[config.mk]
export PLATFORM = sky130hd
export DESIGN_NAME = utf8ct_decoder
export DESIGN_NICKNAME = d
export VERILOG_FILES = /design/src/utf8ct_pkg.sv /design/src/utf8ct_decoder.sv
export SDC_FILE = /design/constraint.sdc
export NUM_CORES = 1
export LEC_CHECK = 0
export ABC_AREA = 1
export BUFFER_PORTS_ARGS = -buffer_cell sky130_fd_sc_hd__buf_2
export CORE_MARGIN = 1.5
export CORE_UTILIZATION = 55
export CTS_CLUSTER_SIZE = 20
export DETAILED_ROUTE_END_ITERATION = 7
export PLACE_DENSITY = 0.78
export SLEW_MARGIN = 20
export SYNTH_ARGS = -nofsm -noshare
export SYNTH_HDL_FRONTEND = slang
export SYNTH_SLANG_ARGS = --single-unit
[constraint.sdc]
create_clock -name clk -period 2 [get_ports clk]
set_input_delay 0 -clock clk [delete_from_list [all_inputs] [get_ports clk]]
set_output_delay 0 -clock clk [all_outputs]
set_load 0.05 [all_outputs]
[src/utf8ct_pkg.sv]
`default_nettype none
package utf8ct_pkg;

  localparam int TableEntries = 64;
  localparam int CodeW = 21;

  // request opcodes
  localparam logic [1:0] OP_CLEAR  = 2'd0;
  localparam logic [1:0] OP_PAIR   = 2'd1;
  localparam logic [1:0] OP_DELETE = 2'd2;
  localparam logic [1:0] OP_BYTE   = 2'd3;

  // token that walks the cell chain, one cell per cycle
  typedef struct packed {
    logic             active;
    logic             add;   // insert when not found, else plain lookup
    logic             del;   // add: kind to write; lookup: kind of the hit
    logic [CodeW-1:0] code;
    logic [CodeW-1:0] repl;  // add: code to write; lookup: replacement of the hit
    logic             hit;   // lookup: key found; add: key found or entry written
  } token_t;

  // finished code point from the decoder
  typedef struct packed {
    logic             finish;
    logic [CodeW-1:0] code;
    logic [31:0]      raw;
    logic [2:0]       len;
  } dec_result_t;

  typedef struct packed {
    logic [31:0] bytes;
    logic [2:0]  len;
  } enc_t;

  function automatic enc_t utf8ct_encode(logic [CodeW-1:0] r);
    enc_t e;
    e.bytes = '0;
    e.len   = 3'd1;
    priority if (r < 21'h80) begin
      e.bytes[7:0] = r[7:0];
      e.len        = 3'd1;
    end else if (r < 21'h800) begin
      e.bytes[7:0]  = {3'b110, r[10:6]};
      e.bytes[15:8] = {2'b10, r[5:0]};
      e.len         = 3'd2;
    end else if (r < 21'h10000) begin
      e.bytes[7:0]   = {4'b1110, r[15:12]};
      e.bytes[15:8]  = {2'b10, r[11:6]};
      e.bytes[23:16] = {2'b10, r[5:0]};
      e.len          = 3'd3;
    end else begin
      e.bytes[7:0]   = {5'b11110, r[20:18]};
      e.bytes[15:8]  = {2'b10, r[17:12]};
      e.bytes[23:16] = {2'b10, r[11:6]};
      e.bytes[31:24] = {2'b10, r[5:0]};
      e.len          = 3'd4;
    end
    return e;
  endfunction

endpackage
`default_nettype wire

[src/utf8ct_decoder.sv]
`default_nettype none
module utf8ct_decoder (
  input  wire                      clk,
  input  wire                      rst,
  input  wire                      clear,
  input  wire                      take,
  input  wire  [7:0]               data_byte,
  output utf8ct_pkg::dec_result_t  result
);
  import utf8ct_pkg::*;

  logic [CodeW-1:0] acc, acc_next;
  logic [1:0]       pending, pending_next;
  logic [31:0]      raw, raw_next;
  logic [2:0]       cnt, cnt_next;
  logic [CodeW-1:0] cont_acc;
  logic [31:0]      cont_raw;

  always_comb begin
    acc_next     = acc;
    pending_next = pending;
    raw_next     = raw;
    cnt_next     = cnt;
    result       = '0;
    cont_acc     = {acc[CodeW-7:0], data_byte[5:0]};
    cont_raw     = raw;
    cont_raw[{cnt[1:0], 3'b000} +: 8] = data_byte;
    if (clear) begin
      acc_next     = '0;
      pending_next = '0;
      raw_next     = '0;
      cnt_next     = '0;
    end else if (take) begin
      if (pending != 2'd0 && data_byte[7:6] == 2'b10) begin
        if (pending == 2'd1) begin
          result.finish = 1'b1;
          result.code   = cont_acc;
          result.raw    = cont_raw;
          result.len    = cnt + 3'd1;
          acc_next      = '0;
          pending_next  = '0;
          raw_next      = '0;
          cnt_next      = '0;
        end else begin
          acc_next     = cont_acc;
          raw_next     = cont_raw;
          cnt_next     = cnt + 3'd1;
          pending_next = pending - 2'd1;
        end
      end else begin
        // new code point, any partial one is dropped
        raw_next = {24'b0, data_byte};
        cnt_next = 3'd1;
        priority if (data_byte < 8'h80 || data_byte >= 8'hF8
                     || data_byte[7:6] == 2'b10) begin
          result.finish = 1'b1;
          result.code   = {13'b0, data_byte};
          result.raw    = {24'b0, data_byte};
          result.len    = 3'd1;
          acc_next      = '0;
          pending_next  = '0;
          raw_next      = '0;
          cnt_next      = '0;
        end else if (data_byte[7:5] == 3'b110) begin
          acc_next     = {16'b0, data_byte[4:0]};
          pending_next = 2'd1;
        end else if (data_byte[7:4] == 4'b1110) begin
          acc_next     = {17'b0, data_byte[3:0]};
          pending_next = 2'd2;
        end else begin
          acc_next     = {18'b0, data_byte[2:0]};
          pending_next = 2'd3;
        end
      end
    end
  end

  always_ff @(posedge clk) begin
    if (rst) begin
      acc     <= '0;
      pending <= '0;
      raw     <= '0;
      cnt     <= '0;
    end else begin
      acc     <= acc_next;
      pending <= pending_next;
      raw     <= raw_next;
      cnt     <= cnt_next;
    end
  end

endmodule
`default_nettype wire

; Word-level counts from Yosys, hierarchy flattened
; Cells that the tools add are included.
[totals]
romBits = 0
regBits = 52
wordCells = 42
out_inout_bits = 57
input_bits = 12
latchBits = 0
n_memories = 0
ramBits = 0
[op_classes]
n_lt_le_gt_ge = 2
bitwise_logic = 0
n_shift = 2
add_sub_neg = 3
n_mux = 22
eq_ne = 4
reduce_logical = 5
n_div = 0
mul = 0
[ops]
columns = cell, count
row1 = 57-bit two-way mux, 5
row2 = 32-bit two-way mux, 2
row3 = 32-bit bitwise mux, 1
row4 = 8-bit by 7-bit variable shift with 32-bit output (first input constant), 1
row5 = 8-bit by 7-bit indexed part select with 32-bit output, 1
row6 = 15-bit two-way mux, 2
row7 = 5-bit two-way mux, 2
row8 = 8-bit greater-or-equal comparator (second input constant), 1
row9 = 8-bit less-than comparator (second input constant), 1
row10 = 2-bit two-way mux, 4
row11 = 8-bit two-way mux, 1
row12 = 5-bit negation with 7-bit output, 1
row13 = 3-bit two-way mux, 2
row14 = 4-bit == test (second input constant), 1
row15 = 4-bit two-way mux, 1
row16 = 3-bit by 1-bit adder with 3-bit output (second input constant), 1
row17 = 3-bit == test (second input constant), 1
row18 = 2-bit by 1-bit == test with 1-bit output (second input constant), 1
row19 = 2-bit == test (second input constant), 1
row20 = 1-bit logical OR, 2
row21 = 1-bit two-way mux, 2
row22 = 2-bit nonzero test, 1
row23 = 2-bit OR reduction, 1
row24 = 2-bit by 1-bit subtractor with 2-bit output (second input constant), 1
row25 = 1-bit logical AND, 1

; Longest topological paths before layout
; Gate-level depths: netlist of the first run.
[logic_depth]
depth_word = 7
mapped_depth = 11
depth_no_buf = 10

; Worst setup path after synthesis of the first run
; OpenSTA, ideal clock, no wires.
[synth_timing]
path_kind = flip-flop to output port
start = register cnt[0]
end = output result[10] (netlist name)
arrival_time_ns = 2.452
n_path_buf = 0
path_stages_with_launch = 6
path_slack_ns = -0.452
t_required_ns = 2.000
cell_sequence = dfxtp_1 inv_1 ha_1 nor2_1 a21oi_1 a211oi_1
[synth_lines]
columns = element, line_no
row1 = from (decl), utf8ct_decoder.sv:15  ; logic [2:0] cnt, cnt_next;
row2 = from (signal assigned), utf8ct_decoder.sv:88  ; cnt <= cnt_next;
row3 = to (decl), utf8ct_decoder.sv:8  ; output utf8ct_pkg::dec_result_t result

==> flow_metrics.tcl, run 1 <==
set metrics [dict create \
    synth_seq_cells 52 \
    fin_cells 678 \
    tightest_slew_ps 965 \
    cp_max_fo 3 \
    max-vdd-ir-drop_mv 0.403 \
    synth-main-ff-cell "dfxtp_1" \
    synthArstFlopShare_pct 0 \
    synth_top_area_share_pct 32.4 \
    grt_pass1_wl_microns 15300 \
    postSynthCellCount 529 \
    synth_area_leaders "dfxtp_1, nand2_1, a21oi_1, inv_1, nor2_1" \
    viasPerCell 5.34 \
    hold_viol_final 0 \
    ys_seq_area_share_pct 32.4 \
    overflow 0 \
    fin_area_sq_um 4130 \
    drt-initial-drc-count 280 \
    cts.sinks 52 \
    worstPathRequired_ps 2000 \
    path_class "reg -> out" \
    finalWorstSetupSlack_ps 54.0 \
    holdWs_ps 1.59 \
    hold_class "in -> reg" \
    fp.dieH_microns 79.5 \
    vias 3619 \
    p_total_mw 2.08 \
    dp_slack_ps 68.1 \
    hpwl_microns 6160 \
    root_buffer "clkbuf_8" \
    routedWlPerCell_microns 14.1 \
    area_delta_synth_final_pct 28.4 \
    finalCritPeriodShare_pct 97.3 \
    multi_input_area_sq_um 1890 \
    min_period_ps 1950 \
    grt_pass1_vias 3187 \
    rows 27 \
    skew_ps 8.09 \
    track_usage_pct 30.9 \
    fill_cells 440 \
    fmax_mhz 514 \
    cts_buffer_depth 2 \
    dp_cells 655 \
    synth_edf_count 0 \
    place_area_sq_um 3620 \
    portBuffers 68 \
    arrival_ps 1950 \
    start_util_pct 57.7 \
    route.detailed.drc 0 \
    antennaDiodeCount 0 \
    cts_tree "yes" \
    synth_top_area_cell "dfxtp_1" \
    gp_congestion 0.970 \
    wl_microns 9550 \
    setup_viol 0 \
    synth_nets 548 \
    numCtsBuffers 5 \
    clk_pin_slew_ps 100 \
    powerDensity_nw_per_um2 504 \
    yosysWarnings 0 \
    coreArea_sq_um 5570 \
    synthesis.area_sq_um 3220 \
    antenna_found_initial 0 \
    relSlewSlack_pct 35.6 \
    fin_util_pct 74.1 \
    first_pass_iters 6 \
    grt_max_degree 30 \
    ys_types 31 \
    endpoint_kind "primary output" \
    maxCapViolCount 0 \
    num_io_pins 69 \
    synth.most_common_cell "nand2_1" \
    synth_commonest_cells "nand2_1, inv_1, a21oi_1" \
    status "complete, no violations" \
    nets 624 \
    postRouteAntennaNets 0 \
    tns_ps 0 \
    start_kind "flip-flop" \
    regArea_sq_um 1050 \
    die_x_microns 79.5 \
    clk_latency_ps 310 \
    syn_avg_cell_area_sq_um 6.08 \
    drive_gt1_share_pct 24.6 \
    ctsHtreeMaxLevel 2 \
    die_area_sq_um 6310 \
    p_leak_nw 1.81 \
    slew_violations 0 \
]
## sequential cells by signal (all words and copies together) (netlist names)
name,flops
raw,32
acc,15
cnt,3
pending,2
## area by class of cell
class / count / share of cell area (%)
timing repair buffer: 92 / 17.5
inverter: 68 / 6.52
multi-input combinational: 385 / 45.7
sequential: 52 / 25.4
clock inverter: 2 / 0.849
timing repair inverter: 1 / 0.0909
clock buffer: 6 / 1.76
tap: 72 / 2.18
## worst max-delay path: stages (launching register included)
cell,delay (ps)
dfxtp_2,340
inv_2,80
ha_4,140
inv_2,50
nand3_4,90
buf_12,130
inv_8,40
nand2_2,60
nand2_4,70
buf_4,150
nor2_4,80
nand2_1,80
nor2_1,140
buf_6,170
## placed cells by master, fill, tap and decap left out, types with 7 or more instances in the layout
master / instances
dfxtp_1: 48
nand2_1: 187
a21oi_1: 55
nand3_1: 20
o21ai_0: 7
buf_6: 11
a21oi_2: 8
buf_2: 26
buf_4: 44
inv_1: 52
and2_1: 15
nor2_1: 46
o21ai_1: 12
inv_2: 13
## layer usage
metal | global-route usage, % | part of all wire [%] | wire (microns) | vias to the layer above
met5 | 0 | 0 | 0 | -
met4 | 11.4 | 2.2 | 206 | 0
met3 | 7.43 | 8.0 | 763 | 26
li1 | - | - | - | 1786
met2 | 47.3 | 47 | 4500 | 161
met1 | 41.9 | 43 | 4070 | 1646
## cell families (layout without fill, tap and decap cells)
| logic type | count (synthesis) | count (layout) | share of synthesized area, % |
|---|---|---|---|
| simple gates | 289 | 289 | 37.7 |
| compound gates | 88 | 88 | 14.6 |
| fa+ha+maj | 7 | 7 | 2.72 |
| xor+xnor | 1 | 1 | 0.272 |
| buf+inv | 92 | 169 | 12.3 |
| flops | 52 | 52 | 32.4 |
## where the power goes
group          internal [mW]  switching [mW]
logic                 0.0844           0.210
clock network          0.372           0.371
registers               1.04         0.00339
total                   1.50           0.584
## path summary, 6_finish.rpt
path | start | to | slack, ps | cells after the start
worst max-delay path | pending[1] | result[9] | 50 | 13
worst min-delay path | clear | raw[2] | 2 | 4
worst max register to register | pending[1] | acc[4] | 260 | 11
worst min register to register | acc[3] | acc[9] | 460 | 2
## what timing repair did
item | CTS | global route
setup endpoints to repair | 57 | 57
hold endpoints to repair | 7 | 0
cloned | 1 | 0
buffers inserted | 8 | 2
hold buffers | 4 | 0
pin swaps | 2 | 5
resized for setup | 66 | 41
Power figures use the tool's default switching activity.
==> run 2: changes to the inputs <==
==> constraint.sdc (replaced) <==
create_clock -name clk -period 2 [get_ports clk]
set_input_delay 0.2 -clock clk [delete_from_list [all_inputs] [get_ports clk]]
set_output_delay 0.2 -clock clk [all_outputs]
set_load 0.05 [all_outputs]
==> flow_metrics.tcl, run 2 (synthesis gave the netlist of run 1 again) <==
set metrics [dict create \
    status "finished, violations left" \
    violations "negative setup slack" \
    hold_viol_final 0 \
    final_common_cell "nand2_1" \
    cts_buffer_depth 2 \
    final_cell_mix "nand2_1, a21oi_1, dfxtp_1, inv_1" \
    min_path_cells 4 \
    cts.sinks 52 \
    cts_hold_buf 0 \
    r2r_cells 10 \
    tightest_slew_ps 527 \
    grt_max_degree 50 \
    p_leak_nw 2.04 \
    regMostFlops "raw" \
    skew_ps 8.94 \
    setup_viol 54 \
    r2r-start "pending[1]" \
    overflow 0 \
    hold_class "in -> reg" \
    track_usage_pct 32.1 \
    num_io_pins 69 \
    cp_max_fo 6 \
    drt-initial-drc-count 535 \
    ctsHtreeMaxLevel 2 \
    finalCritPeriodShare_pct 108 \
    rrSetupSlack_ps 50 \
    rsz0062_at_grt "true" \
    min_from "rst" \
    p_total_mw 2.41 \
    path_class "reg -> out" \
    largest_reg_flops 32 \
    fmax_mhz 465 \
    maxCapViolCount 0 \
    numCtsBuffers 5 \
    worstPathRequired_ps 1800 \
    max-vdd-ir-drop_mv 0.445 \
    r2r-end "raw[15]" \
    grt_pass1_wl_microns 16000 \
    start_kind "flip-flop" \
    first_pass_iters 6 \
    holdWs_ps 157 \
    postRouteAntennaNets 0 \
    hpwl_microns 6090 \
    rows 27 \
    coreArea_sq_um 5570 \
    root_buffer "clkbuf_8" \
    tns_ps -5150 \
    die_x_microns 79.5 \
    fp.dieH_microns 79.5 \
    arrival_ps 1950 \
    nets 634 \
    relSlewSlack_pct 64.9 \
    clk_latency_ps 320 \
    gp_congestion 0.923 \
    slew_violations 0 \
    cts_tree "yes" \
    drive_gt1_share_pct 40.1 \
    dp_cells 663 \
    vias 4150 \
    viasPerCell 6.03 \
    antenna_found_initial 0 \
    fin_area_sq_um 4940 \
    place_area_sq_um 3770 \
    fin_cells 688 \
    grt_pass1_vias 3353 \
    antennaDiodeCount 0 \
    startpoint "cnt[1]" \
    fill_cells 269 \
    area_delta_synth_final_pct 53.7 \
    routedWlPerCell_microns 18.2 \
    die_area_sq_um 6310 \
    endpoint_kind "primary output" \
    fin_util_pct 88.6 \
    finalWorstSetupSlack_ps -151 \
    route.detailed.drc 0 \
    wl_microns 12500 \
    start_util_pct 57.7 \
    portBuffers 68 \
    dp_slack_ps 54.9 \
    min_to "raw[2]" \
    reg_top3 "raw (32), acc (15), cnt (3)" \
    min_period_ps 2150 \
    powerDensity_nw_per_um2 488 \
    clk_pin_slew_ps 100 \
]
## run 2: cell count changes in the layout (fill, tap and decap cells not counted), moves of 11 or more
cell,change
nor2_1,-25
buf_6,+22
buf_8,+21
nand2_1,-18
and2_1,-15
and2_4,+15
buf_2,-13
nand2_2,+13
nor2_4,+13
nor2_2,+12
buf_4,-11
## run 2: layer usage
metal	routed length [microns]	vias up	track usage, %
li1	-	1809	-
met1	4580	1911	41.4
met2	6040	344	52.2
met3	1270	86	6.06
met4	636	0	13.3
met5	0	-	0
## run 2: critical path, stage by stage, from the launching register on
cell     delay, ps
dfxtp_2        350
inv_2           70
ha_4           330
inv_2           90
nor2_4         170
nand2_1        130
o21ai_2        170
and2_4         170
buf_8          140
## run 2: area by class of cell
| class | instances | area, sq um | share of cell area (%) |
|---|---|---|---|
| Clock inverter | 3 | 90.1 | 1.82 |
| Timing Repair Buffer | 103 | 1050 | 21.3 |
| Multi-Input combinational cell | 385 | 2310 | 46.7 |
| Inverter | 68 | 283 | 5.72 |
| Tap cell | 72 | 90.1 | 1.82 |
| Sequential cell | 52 | 1050 | 21.2 |
| Clock buffer | 5 | 68.8 | 1.39 |
## run 2: worst max path at each step
stage	to	slack, ps
after floorplan	result[46]	-160
after global placement	result[24]	90
after detailed placement	result[25]	50
after CTS	result[33]	-30
after global routing	result[24]	-200
final	result[24]	-150
## run 2: power breakdown
part	internal [mW]	switching [mW]
Combinational	0.109	0.249
Sequential	1.04	0.00394
Clock	0.626	0.384
## run 2: timing repair
action,4_1_cts,5_1_grt
cloned,1,0
gates resized for setup,183,109
setup endpoints to repair,57,55
buffers inserted,3,13
pin swaps,11,19
