[config.mk]
export PLATFORM = sky130hd
export DESIGN_NAME = utf8ct_cell
export DESIGN_NICKNAME = d
export VERILOG_FILES = /design/src/utf8ct_pkg.sv /design/src/utf8ct_cell.sv
export SDC_FILE = /design/constraint.sdc
export NUM_CORES = 1
export LEC_CHECK = 0
export BUFFER_PORTS_ARGS = -buffer_cell sky130_fd_sc_hd__buf_4
export CAP_MARGIN = 25
export CORE_MARGIN = 2
export CORE_UTILIZATION = 55
export DETAILED_ROUTE_END_ITERATION = 12
export GPL_ROUTABILITY_DRIVEN = 0
export PLACE_DENSITY_LB_ADDON = 0.25
export SYNTH_ARGS = -nofsm -noshare
export SYNTH_HDL_FRONTEND = slang
export SYNTH_SLANG_ARGS = --single-unit
[constraint.sdc]
create_clock -name clk -period 4.35 [get_ports clk]
set_clock_uncertainty 0.05 [all_clocks]
set_input_delay 0.435 -clock clk [delete_from_list [all_inputs] [get_ports clk]]
set_output_delay 0.435 -clock clk [all_outputs]
set_load 0.03 [all_outputs]
[src/utf8ct_pkg.sv]
`default_nettype none
package utf8ct_pkg;

  localparam int TableEntries = 64;
  localparam int CodeW = 21;

  // request opcodes
  localparam logic [1:0] OP_CLEAR  = 2'd0;
  localparam logic [1:0] OP_PAIR   = 2'd1;
  localparam logic [1:0] OP_DELETE = 2'd2;
  localparam logic [1:0] OP_BYTE   = 2'd3;

  // token that walks the cell chain, one cell per cycle
  typedef struct packed {
    logic             active;
    logic             add;   // insert when not found, else plain lookup
    logic             del;   // add: kind to write; lookup: kind of the hit
    logic [CodeW-1:0] code;
    logic [CodeW-1:0] repl;  // add: code to write; lookup: replacement of the hit
    logic             hit;   // lookup: key found; add: key found or entry written
  } token_t;

  // finished code point from the decoder
  typedef struct packed {
    logic             finish;
    logic [CodeW-1:0] code;
    logic [31:0]      raw;
    logic [2:0]       len;
  } dec_result_t;

  typedef struct packed {
    logic [31:0] bytes;
    logic [2:0]  len;
  } enc_t;

  function automatic enc_t utf8ct_encode(logic [CodeW-1:0] r);
    enc_t e;
    e.bytes = '0;
    e.len   = 3'd1;
    priority if (r < 21'h80) begin
      e.bytes[7:0] = r[7:0];
      e.len        = 3'd1;
    end else if (r < 21'h800) begin
      e.bytes[7:0]  = {3'b110, r[10:6]};
      e.bytes[15:8] = {2'b10, r[5:0]};
      e.len         = 3'd2;
    end else if (r < 21'h10000) begin
      e.bytes[7:0]   = {4'b1110, r[15:12]};
      e.bytes[15:8]  = {2'b10, r[11:6]};
      e.bytes[23:16] = {2'b10, r[5:0]};
      e.len          = 3'd3;
    end else begin
      e.bytes[7:0]   = {5'b11110, r[20:18]};
      e.bytes[15:8]  = {2'b10, r[17:12]};
      e.bytes[23:16] = {2'b10, r[11:6]};
      e.bytes[31:24] = {2'b10, r[5:0]};
      e.len          = 3'd4;
    end
    return e;
  endfunction

endpackage
`default_nettype wire

[src/utf8ct_cell.sv]
`default_nettype none
module utf8ct_cell (
  input  wire                     clk,
  input  wire                     rst,
  input  wire                     clear,
  input  wire utf8ct_pkg::token_t tin,
  output utf8ct_pkg::token_t      tout
);
  import utf8ct_pkg::*;

  logic             valid;
  logic             del;
  logic [CodeW-1:0] key;
  logic [CodeW-1:0] repl;
  token_t           tout_next;
  logic             wr;

  always_comb begin
    tout_next = tin;
    wr        = 1'b0;
    if (tin.active && !tin.hit) begin
      if (valid && key == tin.code) begin
        tout_next.hit = 1'b1;
        if (!tin.add) begin
          tout_next.del  = del;
          tout_next.repl = repl;
        end
      end else if (!valid && tin.add) begin
        // first free cell: every filled cell ahead was already checked
        wr            = 1'b1;
        tout_next.hit = 1'b1;
      end
    end
  end

  always_ff @(posedge clk) begin
    if (rst) begin
      valid       <= 1'b0;
      tout.active <= 1'b0;
    end else begin
      tout <= tout_next;
      if (clear) begin
        valid <= 1'b0;
      end else if (wr) begin
        valid <= 1'b1;
      end
    end
  end

  always_ff @(posedge clk) begin
    if (wr) begin
      key  <= tin.code;
      repl <= tin.repl;
      del  <= tin.del;
    end
  end

endmodule
`default_nettype wire

=== Word level (Yosys, flattened, before mapping) ===
Index checks and enable logic that the tools add are counted.

* Input bits: 49
* Word-level logic and storage cells: 28
* Register bits: 90

* Equality and inequality tests: 1
* Reduce and logical (&&, ||, !) cells: 6
* Muxes and demuxes: 11

{| class="wikitable"
|+ Operators by type and width
! cell !! count
|-
| $mux W21 || 2
|-
| $mux W22 || 1
|-
| $eq A21 B21 Y1 || 1
|-
| $mux W1 || 8
|-
| $logic_and A1 B1 Y1 || 3
|-
| $logic_not A1 Y1 || 2
|-
| $reduce_or A2 Y1 || 1
|}

=== Logic depth before layout (Yosys ltp) ===
Gate-level depths: netlist (run 1).

* Depth in word-level cells: 5
* Depth in mapped cells: 6
* Depth with buffers taken out: 5

=== Least setup slack after synthesis (run 1) ===
OpenSTA, ideal clock, no wires.

* Path type: input -> register
* Start point: input port tin[45] in the netlist's numbering
* End point: register del, enable pin
* Path buffers: 0
* Required time: 3.855 ns
* Library setup time: 0.445 ns
* Cell stages on the path: 3
* Path slack: 1.339 ns
* Arrival time: 2.517 ns
* Cell sequence: nor2b_1 > nand2_1 > nor2_1

* Cells in the longest elaborated chain, start to end: 2

{| class="wikitable"
|+ Ends and longest elaborated chain
! what !! line !! text
|-
| start, declared || utf8ct_cell.sv:6 || <nowiki>input wire utf8ct_pkg::token_t tin,</nowiki>
|-
| $logic_and A1 B1 Y1 || utf8ct_cell.sv:21 || <nowiki>if (tin.active && !tin.hit) begin</nowiki>
|-
| $mux W1 || utf8ct_cell.sv:21 ||
|-
| net wr || utf8ct_cell.sv:16 || <nowiki>logic wr;</nowiki>
|-
| end signal, assigned || utf8ct_cell.sv:54 || <nowiki>del <= tin.del;</nowiki>
|-
| end, declared || utf8ct_cell.sv:12 || <nowiki>logic del;</nowiki>
|}

The timed path passes the listed nets, and every way through them passes these cells.
A chain may end at the register's enable or synchronous reset.

==> report_table.html, run 1 <==
<table>
<tr><th>Metric</th><th>Value</th></tr>
<tr><th colspan="2">Die</th></tr>
<tr><td>Die Span Y</td><td>80.9 um</td></tr>
<tr><td>Area of the die</td><td>6540 um^2</td></tr>
<tr><td>Core outline area</td><td>between 5000 and 6000 um^2</td></tr>
<tr><td>IO Pins</td><td>95</td></tr>
<tr><td>Starting density of the core</td><td>58.0%</td></tr>
<tr><td>Number of placement rows</td><td>27</td></tr>
<tr><td>Horizontal extent of the die</td><td>80.9 um</td></tr>
<tr><th colspan="2">Clock network</th></tr>
<tr><td>Post-CTS sizing</td><td>0</td></tr>
<tr><td>Clock sink count</td><td>90</td></tr>
<tr><td>Post CTS Setup Buffer Count</td><td>0</td></tr>
<tr><td>TritonCTS clock tree</td><td>yes</td></tr>
<tr><td>Clk_lat worst skew</td><td>about 340 ps</td></tr>
<tr><td># H-tree levels</td><td>3</td></tr>
<tr><td>Clock tree buffer depth</td><td>2</td></tr>
<tr><td>Root Buffer Master</td><td>sky130_fd_sc_hd__clkbuf_8</td></tr>
<tr><td>Clock buffer count from CTS</td><td>9</td></tr>
<tr><td>CTS clk-pin slew, worst paths</td><td>approximately 90 ps</td></tr>
<tr><td>Number of buffers inserted by hold repair at cts</td><td>0</td></tr>
<tr><th colspan="2">Logic synthesis</th></tr>
<tr><td>Synthesized-area fraction occupied by ao, oa, aoi and oai cells</td><td>0.154%</td></tr>
<tr><td>Sequential element share of the synthesized area</td><td>82.5%</td></tr>
<tr><td>Post-synthesis net count</td><td>201</td></tr>
<tr><td>Mux share of post-synthesis cell area</td><td>approximately 7.6%</td></tr>
<tr><td>Synthesis-stage register bit count</td><td>90</td></tr>
<tr><td>Top area cells in the synthesized netlist</td><td>sky130_fd_sc_hd__edfxtp_1, sky130_fd_sc_hd__mux2_2, sky130_fd_sc_hd__xnor2_1, sky130_fd_sc_hd__dfxtp_1, sky130_fd_sc_hd__nand4_1</td></tr>
<tr><td>Dominant combinational cell family by area after synthesis</td><td>multiplexers</td></tr>
<tr><td>Number of warnings printed during yosys synthesis</td><td>0</td></tr>
<tr><td>Mean instance size in the synthesized netlist</td><td>approximately 21 um^2</td></tr>
<tr><td>Library cells used by synthesis</td><td>17</td></tr>
<tr><td>Synth Area in XOR/XNOR</td><td>about 5.7%</td></tr>
<tr><td>Cell type with the largest total area after synthesis</td><td>sky130_fd_sc_hd__edfxtp_1</td></tr>
<tr><td>Count of mapped cells out of synthesis</td><td>152</td></tr>
<tr><td>Area share of the largest cell type after synthesis</td><td>81.3%</td></tr>
<tr><td>Fraction of the mapped netlist area in simple logic gates</td><td>3.23%</td></tr>
<tr><td>Synth Area in Adders</td><td>0%</td></tr>
<tr><td>Post-synth design cell area</td><td>about 3300 um^2</td></tr>
<tr><th colspan="2">Finish</th></tr>
<tr><td>Finished Cell Area</td><td>~4300 um^2</td></tr>
<tr><td>Count of nets after finishing</td><td>306</td></tr>
<tr><td>Most frequent standard cell in the layout excluding fill and tap cells</td><td>sky130_fd_sc_hd__buf_4</td></tr>
<tr><td>Most frequent cells in the layout</td><td>sky130_fd_sc_hd__buf_4, sky130_fd_sc_hd__edfxtp_1, sky130_fd_sc_hd__xnor2_1, sky130_fd_sc_hd__mux2_2, sky130_fd_sc_hd__clkbuf_8</td></tr>
<tr><td>Number of antenna repair diodes</td><td>0</td></tr>
<tr><td>Fill cell count</td><td>between 300 and 400</td></tr>
<tr><td>Layout cell share with drive strength beyond 1</td><td>51.9%</td></tr>
<tr><td>Synthesis-to-finish area growth</td><td>31.2%</td></tr>
<tr><th colspan="2">Critical path</th></tr>
<tr><td>Crit start category</td><td>flop</td></tr>
<tr><td>Worst R2R Setup Slack</td><td>1840 ps</td></tr>
<tr><td>Worst endpoint data arrival time</td><td>between 2000 and 3000 ps</td></tr>
<tr><td>CP required</td><td>4400 ps</td></tr>
<tr><td>Max FO, Critical Path</td><td>22</td></tr>
<tr><td>Type of element capturing the critical path</td><td>flop</td></tr>
<tr><td>Worst Path Class, Setup</td><td>reg -&gt; reg</td></tr>
<tr><th colspan="2">Global route</th></tr>
<tr><td>Remaining Overflow, GRT</td><td>0</td></tr>
<tr><td>Antenna violations before repair</td><td>0</td></tr>
<tr><td>Global routing usage summed across all routing layers</td><td>a little under a fifth</td></tr>
<tr><td>First-pass GRT wire length</td><td>approximately 8.5 mm</td></tr>
<tr><td>Maximum number of pins on one net before global-route repair</td><td>46</td></tr>
<tr><td>Vias in the first global route</td><td>1711</td></tr>
<tr><th colspan="2">STA</th></tr>
<tr><td>Worst relative slew slack</td><td>36.1%</td></tr>
<tr><td>RSZ-0062 raised after global routing</td><td>false</td></tr>
<tr><td>Setup Viol. Count Final</td><td>0</td></tr>
<tr><td>Clock period minus worst slack</td><td>2510 ps</td></tr>
<tr><td>Achievable clock frequency</td><td>399 MHz</td></tr>
<tr><td>Accumulated negative setup slack</td><td>0 ps</td></tr>
<tr><td>Final clock period utilization by the worst path</td><td>about 58%</td></tr>
<tr><td>Final hold viol count</td><td>0</td></tr>
<tr><td>Total count of max-transition violations in the final report</td><td>0</td></tr>
<tr><td>Least-Margin Pin Slew</td><td>957 ps</td></tr>
<tr><th colspan="2">Pwr</th></tr>
<tr><td>Leakage</td><td>1.58 nW</td></tr>
<tr><td>Switch share</td><td>22.1%</td></tr>
<tr><td>Net switching power figure</td><td>0.404 mW</td></tr>
<tr><td>Total power density per cell area</td><td>430 nW/um^2</td></tr>
<tr><td>Part of the power in registers</td><td>between 50% and 60%</td></tr>
<tr><td>Total internal power</td><td>1.43 mW</td></tr>
<tr><td>Clock network power share</td><td>33.1%</td></tr>
<tr><td>Fraction of power consumed by combinational cells</td><td>11.3%</td></tr>
<tr><td>Max rail drop VDD</td><td>approximately 0.41 mV</td></tr>
<tr><th colspan="2">Placed design</th></tr>
<tr><td>Number of buffers inserted by port buffering</td><td>94</td></tr>
<tr><td>Post-Place Cell Area</td><td>4050 um^2</td></tr>
<tr><td>Detailed Place HPWL</td><td>3.87 mm</td></tr>
<tr><th colspan="2">Routing</th></tr>
<tr><td>Via total after detailed routing</td><td>1718</td></tr>
<tr><td>DR pass1 iterations</td><td>4</td></tr>
<tr><td>Drt wl/cell</td><td>16.7 um</td></tr>
<tr><td>DR vias/cell</td><td>just over 5</td></tr>
<tr><td>DRC errors left</td><td>0</td></tr>
<tr><td>Final WL</td><td>5.58 mm</td></tr>
<tr><td>ANT nets after route</td><td>0</td></tr>
<tr><td>Iteration-0 DRC count of the detailed router</td><td>around 120</td></tr>
<tr><th colspan="2">Hold path</th></tr>
<tr><td>Classification of the worst-slack hold path</td><td>in -&gt; reg</td></tr>
<tr><th colspan="2">Job</th></tr>
<tr><td>Maximum Capacitance Violations</td><td>0</td></tr>
<tr><th colspan="2">Outcome</th></tr>
<tr><td>Result of the run</td><td>completed</td></tr>
</table>
[Yosys cell counts]
| library cell | number |
|---|---|
| sky130_fd_sc_hd__nor4_4 | 1 |
| sky130_fd_sc_hd__mux2_1 | 1 |
| sky130_fd_sc_hd__dfxtp_1 | 2 |
| sky130_fd_sc_hd__mux2_2 | 21 |
| sky130_fd_sc_hd__nor3_1 | 2 |
| sky130_fd_sc_hd__nor2_1 | 1 |
| sky130_fd_sc_hd__nand4_1 | 5 |
| sky130_fd_sc_hd__nand2_1 | 1 |
| sky130_fd_sc_hd__buf_6 | 2 |
| sky130_fd_sc_hd__nand3_1 | 1 |
| sky130_fd_sc_hd__xnor2_1 | 21 |
| sky130_fd_sc_hd__inv_1 | 1 |
| sky130_fd_sc_hd__or3_1 | 1 |
| sky130_fd_sc_hd__edfxtp_1 | 88 |
| sky130_fd_sc_hd__nor2b_1 | 2 |
| sky130_fd_sc_hd__or4_4 | 1 |
| sky130_fd_sc_hd__a21oi_1 | 1 |
[layer usage]
metal | global-route usage (%) | up-vias | share of wire (%)
li1 | - | 798 | -
met1 | 24.1 | 849 | 43
met2 | 28.8 | 61 | 49
met3 | 5.89 | 10 | 6.2
met4 | 6.61 | 0 | 1.8
met5 | 0 | - | 0
[critical path: stages (launching register included)]
cell and delay [ps]:
sky130_fd_sc_hd__edfxtp_1 400, sky130_fd_sc_hd__xnor2_1 180, sky130_fd_sc_hd__nand4_1 110, sky130_fd_sc_hd__or4_4 550, sky130_fd_sc_hd__nor4_4 250, sky130_fd_sc_hd__buf_4 340, sky130_fd_sc_hd__mux2_2 380
[state kept, by name, indices dropped and copies added (netlist names)]
signal / cells
key: 21
repl: 21
del: 1
tout: 46
valid: 1
[metrics by stage]
| step | hold slack [ps] | utilization (%) | std cells | setup slack, ps | power [mW] |
|---|---|---|---|---|---|
| after floorplan | 444 | - | 152 | 1340 | 1.14 |
| after global placement | 464 | 72.2 | 318 | 1690 | 1.24 |
| after detailed placement | 485 | 72.2 | 318 | 1640 | 1.25 |
| after CTS | 191 | 76.1 | 334 | 1840 | 1.85 |
| after global routing | 184 | 76.1 | 334 | 1670 | 1.89 |
| final | 196 | 76.1 | 334 | 1840 | 1.83 |
[path summary, 6_finish.rpt]
check,from,endpoint,cells past startpoint
max reg2reg,key[9],tout[14],6
min reg2reg,repl[11],tout[12],1
max,key[9],tout[14],6
min,clear,valid,2
[power groups by stage]
stage	combinational, mW	clock, mW	sequential [mW]
global placement	0.206	0	1.04
CTS	0.211	0.618	1.02
floorplan	0.0347	0	1.11
detailed placement	0.211	0	1.04
global route	0.221	0.649	1.02
finish	0.208	0.607	1.02
[cells by family (layout without fill, tap and decap cells)]
group / Yosys count / after routing
buf+inv: 3 / 113
xor+xnor: 21 / 21
mux: 22 / 22
flops: 90 / 90
simple gates: 15 / 15
compound gates: 1 / 1
[final cells by class]
type	instances	area [um^2]	share of cell area, %
sequential	90	2680	62.9
tap	72	90.1	2.11
timing repair buffer	96	721	16.9
inverter	1	3.75	0.0880
clock inverter	5	77.6	1.82
multi-input combinational	59	549	12.9
clock buffer	11	141	3.31
Power figures use the tool's default switching activity.
==> run 2, diff against run 1 <==
ABC_AREA = 1   (was unset)
CORE_UTILIZATION = 53   (was 55)
clock period = 2.48 ns   (was 4.35 ns; I/O delays follow)
==> report_table.html, run 2 <==
<table>
<tr><th>Metric</th><th>Value</th></tr>
<tr><th colspan="2">STA</th></tr>
<tr><td>Final hold viol count</td><td>0 (unchanged)</td></tr>
<tr><td>Worst relative slew slack</td><td>68.9% (was 36.1%)</td></tr>
<tr><td>Setup slack after layout</td><td>679 ps (was 1840 ps)</td></tr>
<tr><td>Clock period minus worst slack</td><td>1800 ps (was 2510 ps)</td></tr>
<tr><td>Accumulated negative setup slack</td><td>0 ps (unchanged)</td></tr>
<tr><td>Setup Viol. Count Final</td><td>0 (unchanged)</td></tr>
<tr><td>Final clock period utilization by the worst path</td><td>72.6% (was 57.7%)</td></tr>
<tr><td>Total count of max-transition violations in the final report</td><td>0 (unchanged)</td></tr>
<tr><td>Least-Margin Pin Slew</td><td>467 ps (was 957 ps)</td></tr>
<tr><td>Achievable clock frequency</td><td>555 MHz (was 399 MHz)</td></tr>
<tr><td>RSZ-0062 raised after global routing</td><td>false (unchanged)</td></tr>
<tr><th colspan="2">Hold path</th></tr>
<tr><td>Hold path startpoint</td><td>rst (was clear)</td></tr>
<tr><td>Classification of the worst-slack hold path</td><td>in -&gt; reg (unchanged)</td></tr>
<tr><th colspan="2">Logic synthesis</th></tr>
<tr><td>Mean instance size in the synthesized netlist</td><td>11.1 um^2 (was 21.4 um^2)</td></tr>
<tr><td>Count of mapped cells out of synthesis</td><td>355 (was 152)</td></tr>
<tr><td>Top area cells in the synthesized netlist</td><td>sky130_fd_sc_hd__edfxtp_1, sky130_fd_sc_hd__nand2_1, sky130_fd_sc_hd__inv_1, sky130_fd_sc_hd__mux2i_1, sky130_fd_sc_hd__nand4_1 (was sky130_fd_sc_hd__edfxtp_1, sky130_fd_sc_hd__mux2_2, sky130_fd_sc_hd__xnor2_1, sky130_fd_sc_hd__dfxtp_1, sky130_fd_sc_hd__nand4_1)</td></tr>
<tr><td>Async S/R FF share, synth</td><td>0% (unchanged)</td></tr>
<tr><td>Area share of the largest cell type after synthesis</td><td>66.8% (was 81.3%)</td></tr>
<tr><td>Most repeated cell in the gate-level netlist after synthesis</td><td>sky130_fd_sc_hd__nand2_1 (was sky130_fd_sc_hd__edfxtp_1)</td></tr>
<tr><td>Post-synth design cell area</td><td>3960 um^2 (was 3250 um^2)</td></tr>
<tr><td>Commonest register cell after synthesis</td><td>sky130_fd_sc_hd__edfxtp_1 (unchanged)</td></tr>
<tr><td>Post-synthesis net count</td><td>404 (was 201)</td></tr>
<tr><td>Sequential element share of the synthesized area</td><td>67.8% (was 82.5%)</td></tr>
<tr><td>Number of warnings printed during yosys synthesis</td><td>0 (unchanged)</td></tr>
<tr><td>Cell type with the largest total area after synthesis</td><td>sky130_fd_sc_hd__edfxtp_1 (unchanged)</td></tr>
<tr><td>Number of synthesized flops with an enable pin</td><td>88 (unchanged)</td></tr>
<tr><td>Library cells used by synthesis</td><td>18 (was 17)</td></tr>
<tr><td>Synthesis-stage register bit count</td><td>90 (unchanged)</td></tr>
<tr><td>Top post-synthesis cells by count</td><td>sky130_fd_sc_hd__nand2_1, sky130_fd_sc_hd__edfxtp_1, sky130_fd_sc_hd__inv_1 (was sky130_fd_sc_hd__edfxtp_1, sky130_fd_sc_hd__mux2_2, sky130_fd_sc_hd__xnor2_1)</td></tr>
<tr><th colspan="2">Finish</th></tr>
<tr><td>Count of non-filler cells in the finished layout</td><td>559 (was 334)</td></tr>
<tr><td>Number of antenna repair diodes</td><td>0 (unchanged)</td></tr>
<tr><td>Most frequent standard cell in the layout excluding fill and tap cells</td><td>sky130_fd_sc_hd__buf_4 (unchanged)</td></tr>
<tr><td>Most frequent cells in the layout</td><td>sky130_fd_sc_hd__buf_4, sky130_fd_sc_hd__nand2_1, sky130_fd_sc_hd__edfxtp_1, sky130_fd_sc_hd__inv_1 (was sky130_fd_sc_hd__buf_4, sky130_fd_sc_hd__edfxtp_1, sky130_fd_sc_hd__xnor2_1, sky130_fd_sc_hd__mux2_2, sky130_fd_sc_hd__clkbuf_8)</td></tr>
<tr><td>Count of nets after finishing</td><td>504 (was 306)</td></tr>
<tr><td>Fill cell count</td><td>544 (was 359)</td></tr>
<tr><td>Number of flip-flops under the largest register name</td><td>46 (unchanged)</td></tr>
<tr><td>Register name with the most flops</td><td>tout (unchanged)</td></tr>
<tr><td>Layout cell share with drive strength beyond 1</td><td>27.0% (was 51.9%)</td></tr>
<tr><td>Largest registers</td><td>tout (46), key (21), repl (21) (unchanged)</td></tr>
<tr><td>Synthesis-to-finish area growth</td><td>26.8% (was 31.2%)</td></tr>
<tr><th colspan="2">Pwr</th></tr>
<tr><td>Total power density per cell area</td><td>676 nW/um^2 (was 430 nW/um^2)</td></tr>
<tr><td>Max rail drop VDD</td><td>0.440 mV (was 0.414 mV)</td></tr>
<tr><td>Leakage</td><td>2.39 nW (was 1.58 nW)</td></tr>
<tr><th colspan="2">Critical path</th></tr>
<tr><td>Max FO, Critical Path</td><td>13 (was 22)</td></tr>
<tr><td>Type of element capturing the critical path</td><td>flop (unchanged)</td></tr>
<tr><td>Critical Path, Cell by Cell</td><td>nand2_1 -&gt; nand2_1 -&gt; nor2_1 -&gt; nand2_1 -&gt; nor2_4 -&gt; buf_4 -&gt; nand4_1 -&gt; nand2_1 -&gt; inv_1 (was xnor2_1 -&gt; nand4_1 -&gt; or4_4 -&gt; nor4_4 -&gt; buf_4 -&gt; mux2_2)</td></tr>
<tr><td>Cell at the slowest stage of the critical path</td><td>sky130_fd_sc_hd__edfxtp_1 (was sky130_fd_sc_hd__or4_4)</td></tr>
<tr><td>Worst r2r path cells</td><td>9 (was 6)</td></tr>
<tr><td>Worst Path Class, Setup</td><td>reg -&gt; reg (unchanged)</td></tr>
<tr><td>Delay of the slowest cell on the worst path</td><td>390 ps (was 550 ps)</td></tr>
<tr><td>Worst endpoint data arrival time</td><td>1850 ps (was 2550 ps)</td></tr>
<tr><td>Endpoint of the worst-slack reg-to-reg timing path</td><td>tout[12] (was tout[14])</td></tr>
<tr><td>CP Launch Point</td><td>key[1] (was key[9])</td></tr>
<tr><td>Capturing instance or port of the critical path</td><td>tout[12] (was tout[14])</td></tr>
<tr><td>Worst R2R Setup Slack</td><td>680 ps (was 1840 ps)</td></tr>
<tr><td>Crit start category</td><td>flop (unchanged)</td></tr>
<tr><td>Cell mode on critical path</td><td>sky130_fd_sc_hd__nand2_1</td></tr>
<tr><td>CP required</td><td>2530 ps (was 4400 ps)</td></tr>
<tr><td>Reg2reg start</td><td>key[1] (was key[9])</td></tr>
<tr><th colspan="2">Die</th></tr>
<tr><td>Horizontal extent of the die</td><td>90.4 um (was 80.9 um)</td></tr>
<tr><td>Number of placement rows</td><td>31 (was 27)</td></tr>
<tr><td>Area of the die</td><td>8170 um^2 (was 6540 um^2)</td></tr>
<tr><td>Die Span Y</td><td>90.4 um (was 80.9 um)</td></tr>
<tr><td>IO Pins</td><td>95 (unchanged)</td></tr>
<tr><td>Core outline area</td><td>7250 um^2 (was 5610 um^2)</td></tr>
<tr><td>Starting density of the core</td><td>54.5% (was 58.0%)</td></tr>
<tr><th colspan="2">Global route</th></tr>
<tr><td>First-pass GRT wire length</td><td>12.2 mm (was 8.54 mm)</td></tr>
<tr><td>Maximum number of pins on one net before global-route repair</td><td>36 (was 46)</td></tr>
<tr><td>Vias in the first global route</td><td>2705 (was 1711)</td></tr>
<tr><td>Global routing usage summed across all routing layers</td><td>18.8% (was 18.3%)</td></tr>
<tr><td>Antenna violations before repair</td><td>0 (unchanged)</td></tr>
<tr><td>Remaining Overflow, GRT</td><td>0 (unchanged)</td></tr>
<tr><th colspan="2">Clock network</th></tr>
<tr><td>Number of buffers inserted by hold repair at cts</td><td>0 (unchanged)</td></tr>
<tr><td>TritonCTS clock tree</td><td>yes (unchanged)</td></tr>
<tr><td>Post-CTS sizing</td><td>0 (unchanged)</td></tr>
<tr><td>Post CTS Setup Buffer Count</td><td>0 (unchanged)</td></tr>
<tr><td>Clock buffer count from CTS</td><td>9 (unchanged)</td></tr>
<tr><td>Clock tree buffer depth</td><td>2 (unchanged)</td></tr>
<tr><td>Root Buffer Master</td><td>sky130_fd_sc_hd__clkbuf_8 (unchanged)</td></tr>
<tr><td># H-tree levels</td><td>3 (unchanged)</td></tr>
<tr><td>CTS clk-pin slew, worst paths</td><td>80 ps (was 90 ps)</td></tr>
<tr><td>Clock sink count</td><td>90 (unchanged)</td></tr>
<tr><td>Clk_lat worst skew</td><td>340 ps (about the same)</td></tr>
<tr><th colspan="2">Placed design</th></tr>
<tr><td>Pre-CTS worst setup slack</td><td>679 ps (was 1640 ps)</td></tr>
<tr><td>Detailed Place HPWL</td><td>5.00 mm (was 3.87 mm)</td></tr>
<tr><td>Number of buffers inserted by port buffering</td><td>94 (unchanged)</td></tr>
<tr><td>Post-placement cell count</td><td>543 (was 318)</td></tr>
<tr><th colspan="2">Routing</th></tr>
<tr><td>DRC errors left</td><td>0 (unchanged)</td></tr>
<tr><td>ANT nets after route</td><td>0 (unchanged)</td></tr>
<tr><td>Iteration-0 DRC count of the detailed router</td><td>153 (was 117)</td></tr>
<tr><td>Final WL</td><td>7.53 mm (was 5.58 mm)</td></tr>
<tr><td>DR vias/cell</td><td>4.74 (was 5.14)</td></tr>
<tr><td>Drt wl/cell</td><td>13.5 um (was 16.7 um)</td></tr>
<tr><td>DR pass1 iterations</td><td>4 (unchanged)</td></tr>
<tr><td>Via total after detailed routing</td><td>2647 (was 1718)</td></tr>
<tr><th colspan="2">Outcome</th></tr>
<tr><td>Result of the run</td><td>completed (unchanged)</td></tr>
<tr><th colspan="2">Job</th></tr>
<tr><td>Maximum Capacitance Violations</td><td>0 (unchanged)</td></tr>
</table>
==> run 2: cell types whose count changed after synthesis, moves of 19 or more <==
cell / previous run / this run
sky130_fd_sc_hd__nand2_1: 1 / 98
sky130_fd_sc_hd__inv_1: 1 / 81
sky130_fd_sc_hd__mux2i_1: 0 / 22
sky130_fd_sc_hd__mux2_2: 21 / 0
sky130_fd_sc_hd__xnor2_1: 21 / 2
==> run 2: cells by family (layout without fill, tap and decap cells) <==
kind of cell	count (synthesis)	after routing	synth area share, %
flops	90	90	67.8
simple gates	145	145	16.3
compound gates	3	3	0.443
buf+inv	93	198	9.49
xor+xnor	2	2	0.443
mux	22	22	5.57
==> run 2: where the power goes <==
group          total, mW  internal, mW  switching, mW
Combinational      0.430         0.169          0.261
Sequential          1.79          1.76         0.0249
Clock               1.17         0.670          0.504
==> run 2: final cells by class <==
cell class | count | area (um^2) | area share [%]
Inverter | 82 | 308 | 6.14
Clock inverter | 7 | 118 | 2.34
Clock buffer | 9 | 124 | 2.47
Sequential cell | 90 | 2680 | 53.5
Timing Repair Buffer | 100 | 751 | 15.0
Multi-Input combinational cell | 172 | 910 | 18.1
Tap cell | 99 | 124 | 2.47
==> run 2: stage by stage <==
| stage | util (%) | area [um^2] | hold slack, ps | power, mW |
|---|---|---|---|---|
| after floorplan | - | 3970 | 270 | 2.06 |
| after detailed placement | 65.8 | 4770 | 399 | 2.25 |
| after global placement | 65.8 | 4770 | 397 | 2.24 |
| after global routing | 69.2 | 5020 | 37.4 | 3.50 |
| final | 69.2 | 5020 | 47.5 | 3.39 |
| after CTS | 69.2 | 5020 | 33.0 | 3.41 |
==> run 2: how the worst min path moves through the flow <==
stage / to / depth (start not counted)
floorplan: tout[45] / 1
detailed placement: repl[1] / 1
global route: tout[33] / 1
global placement: repl[10] / 1
CTS: tout[45] / 2
finish: tout[45] / 2
==> run 2: layer usage <==
layer,vias to the layer above,share of wire (%),global-route usage (%)
li1,1341,-,-
met1,1229,44,24.5
met2,73,51,31.5
met3,4,4.8,3.51
met4,0,0.73,7.44
met5,-,0,0
==> run 2: critical path: cells and delay by family (launching register included) <==
family	cells	cell delay, ps
buffers and inverters	2	300
DFF	1	390
and+or+nand+nor	7	810
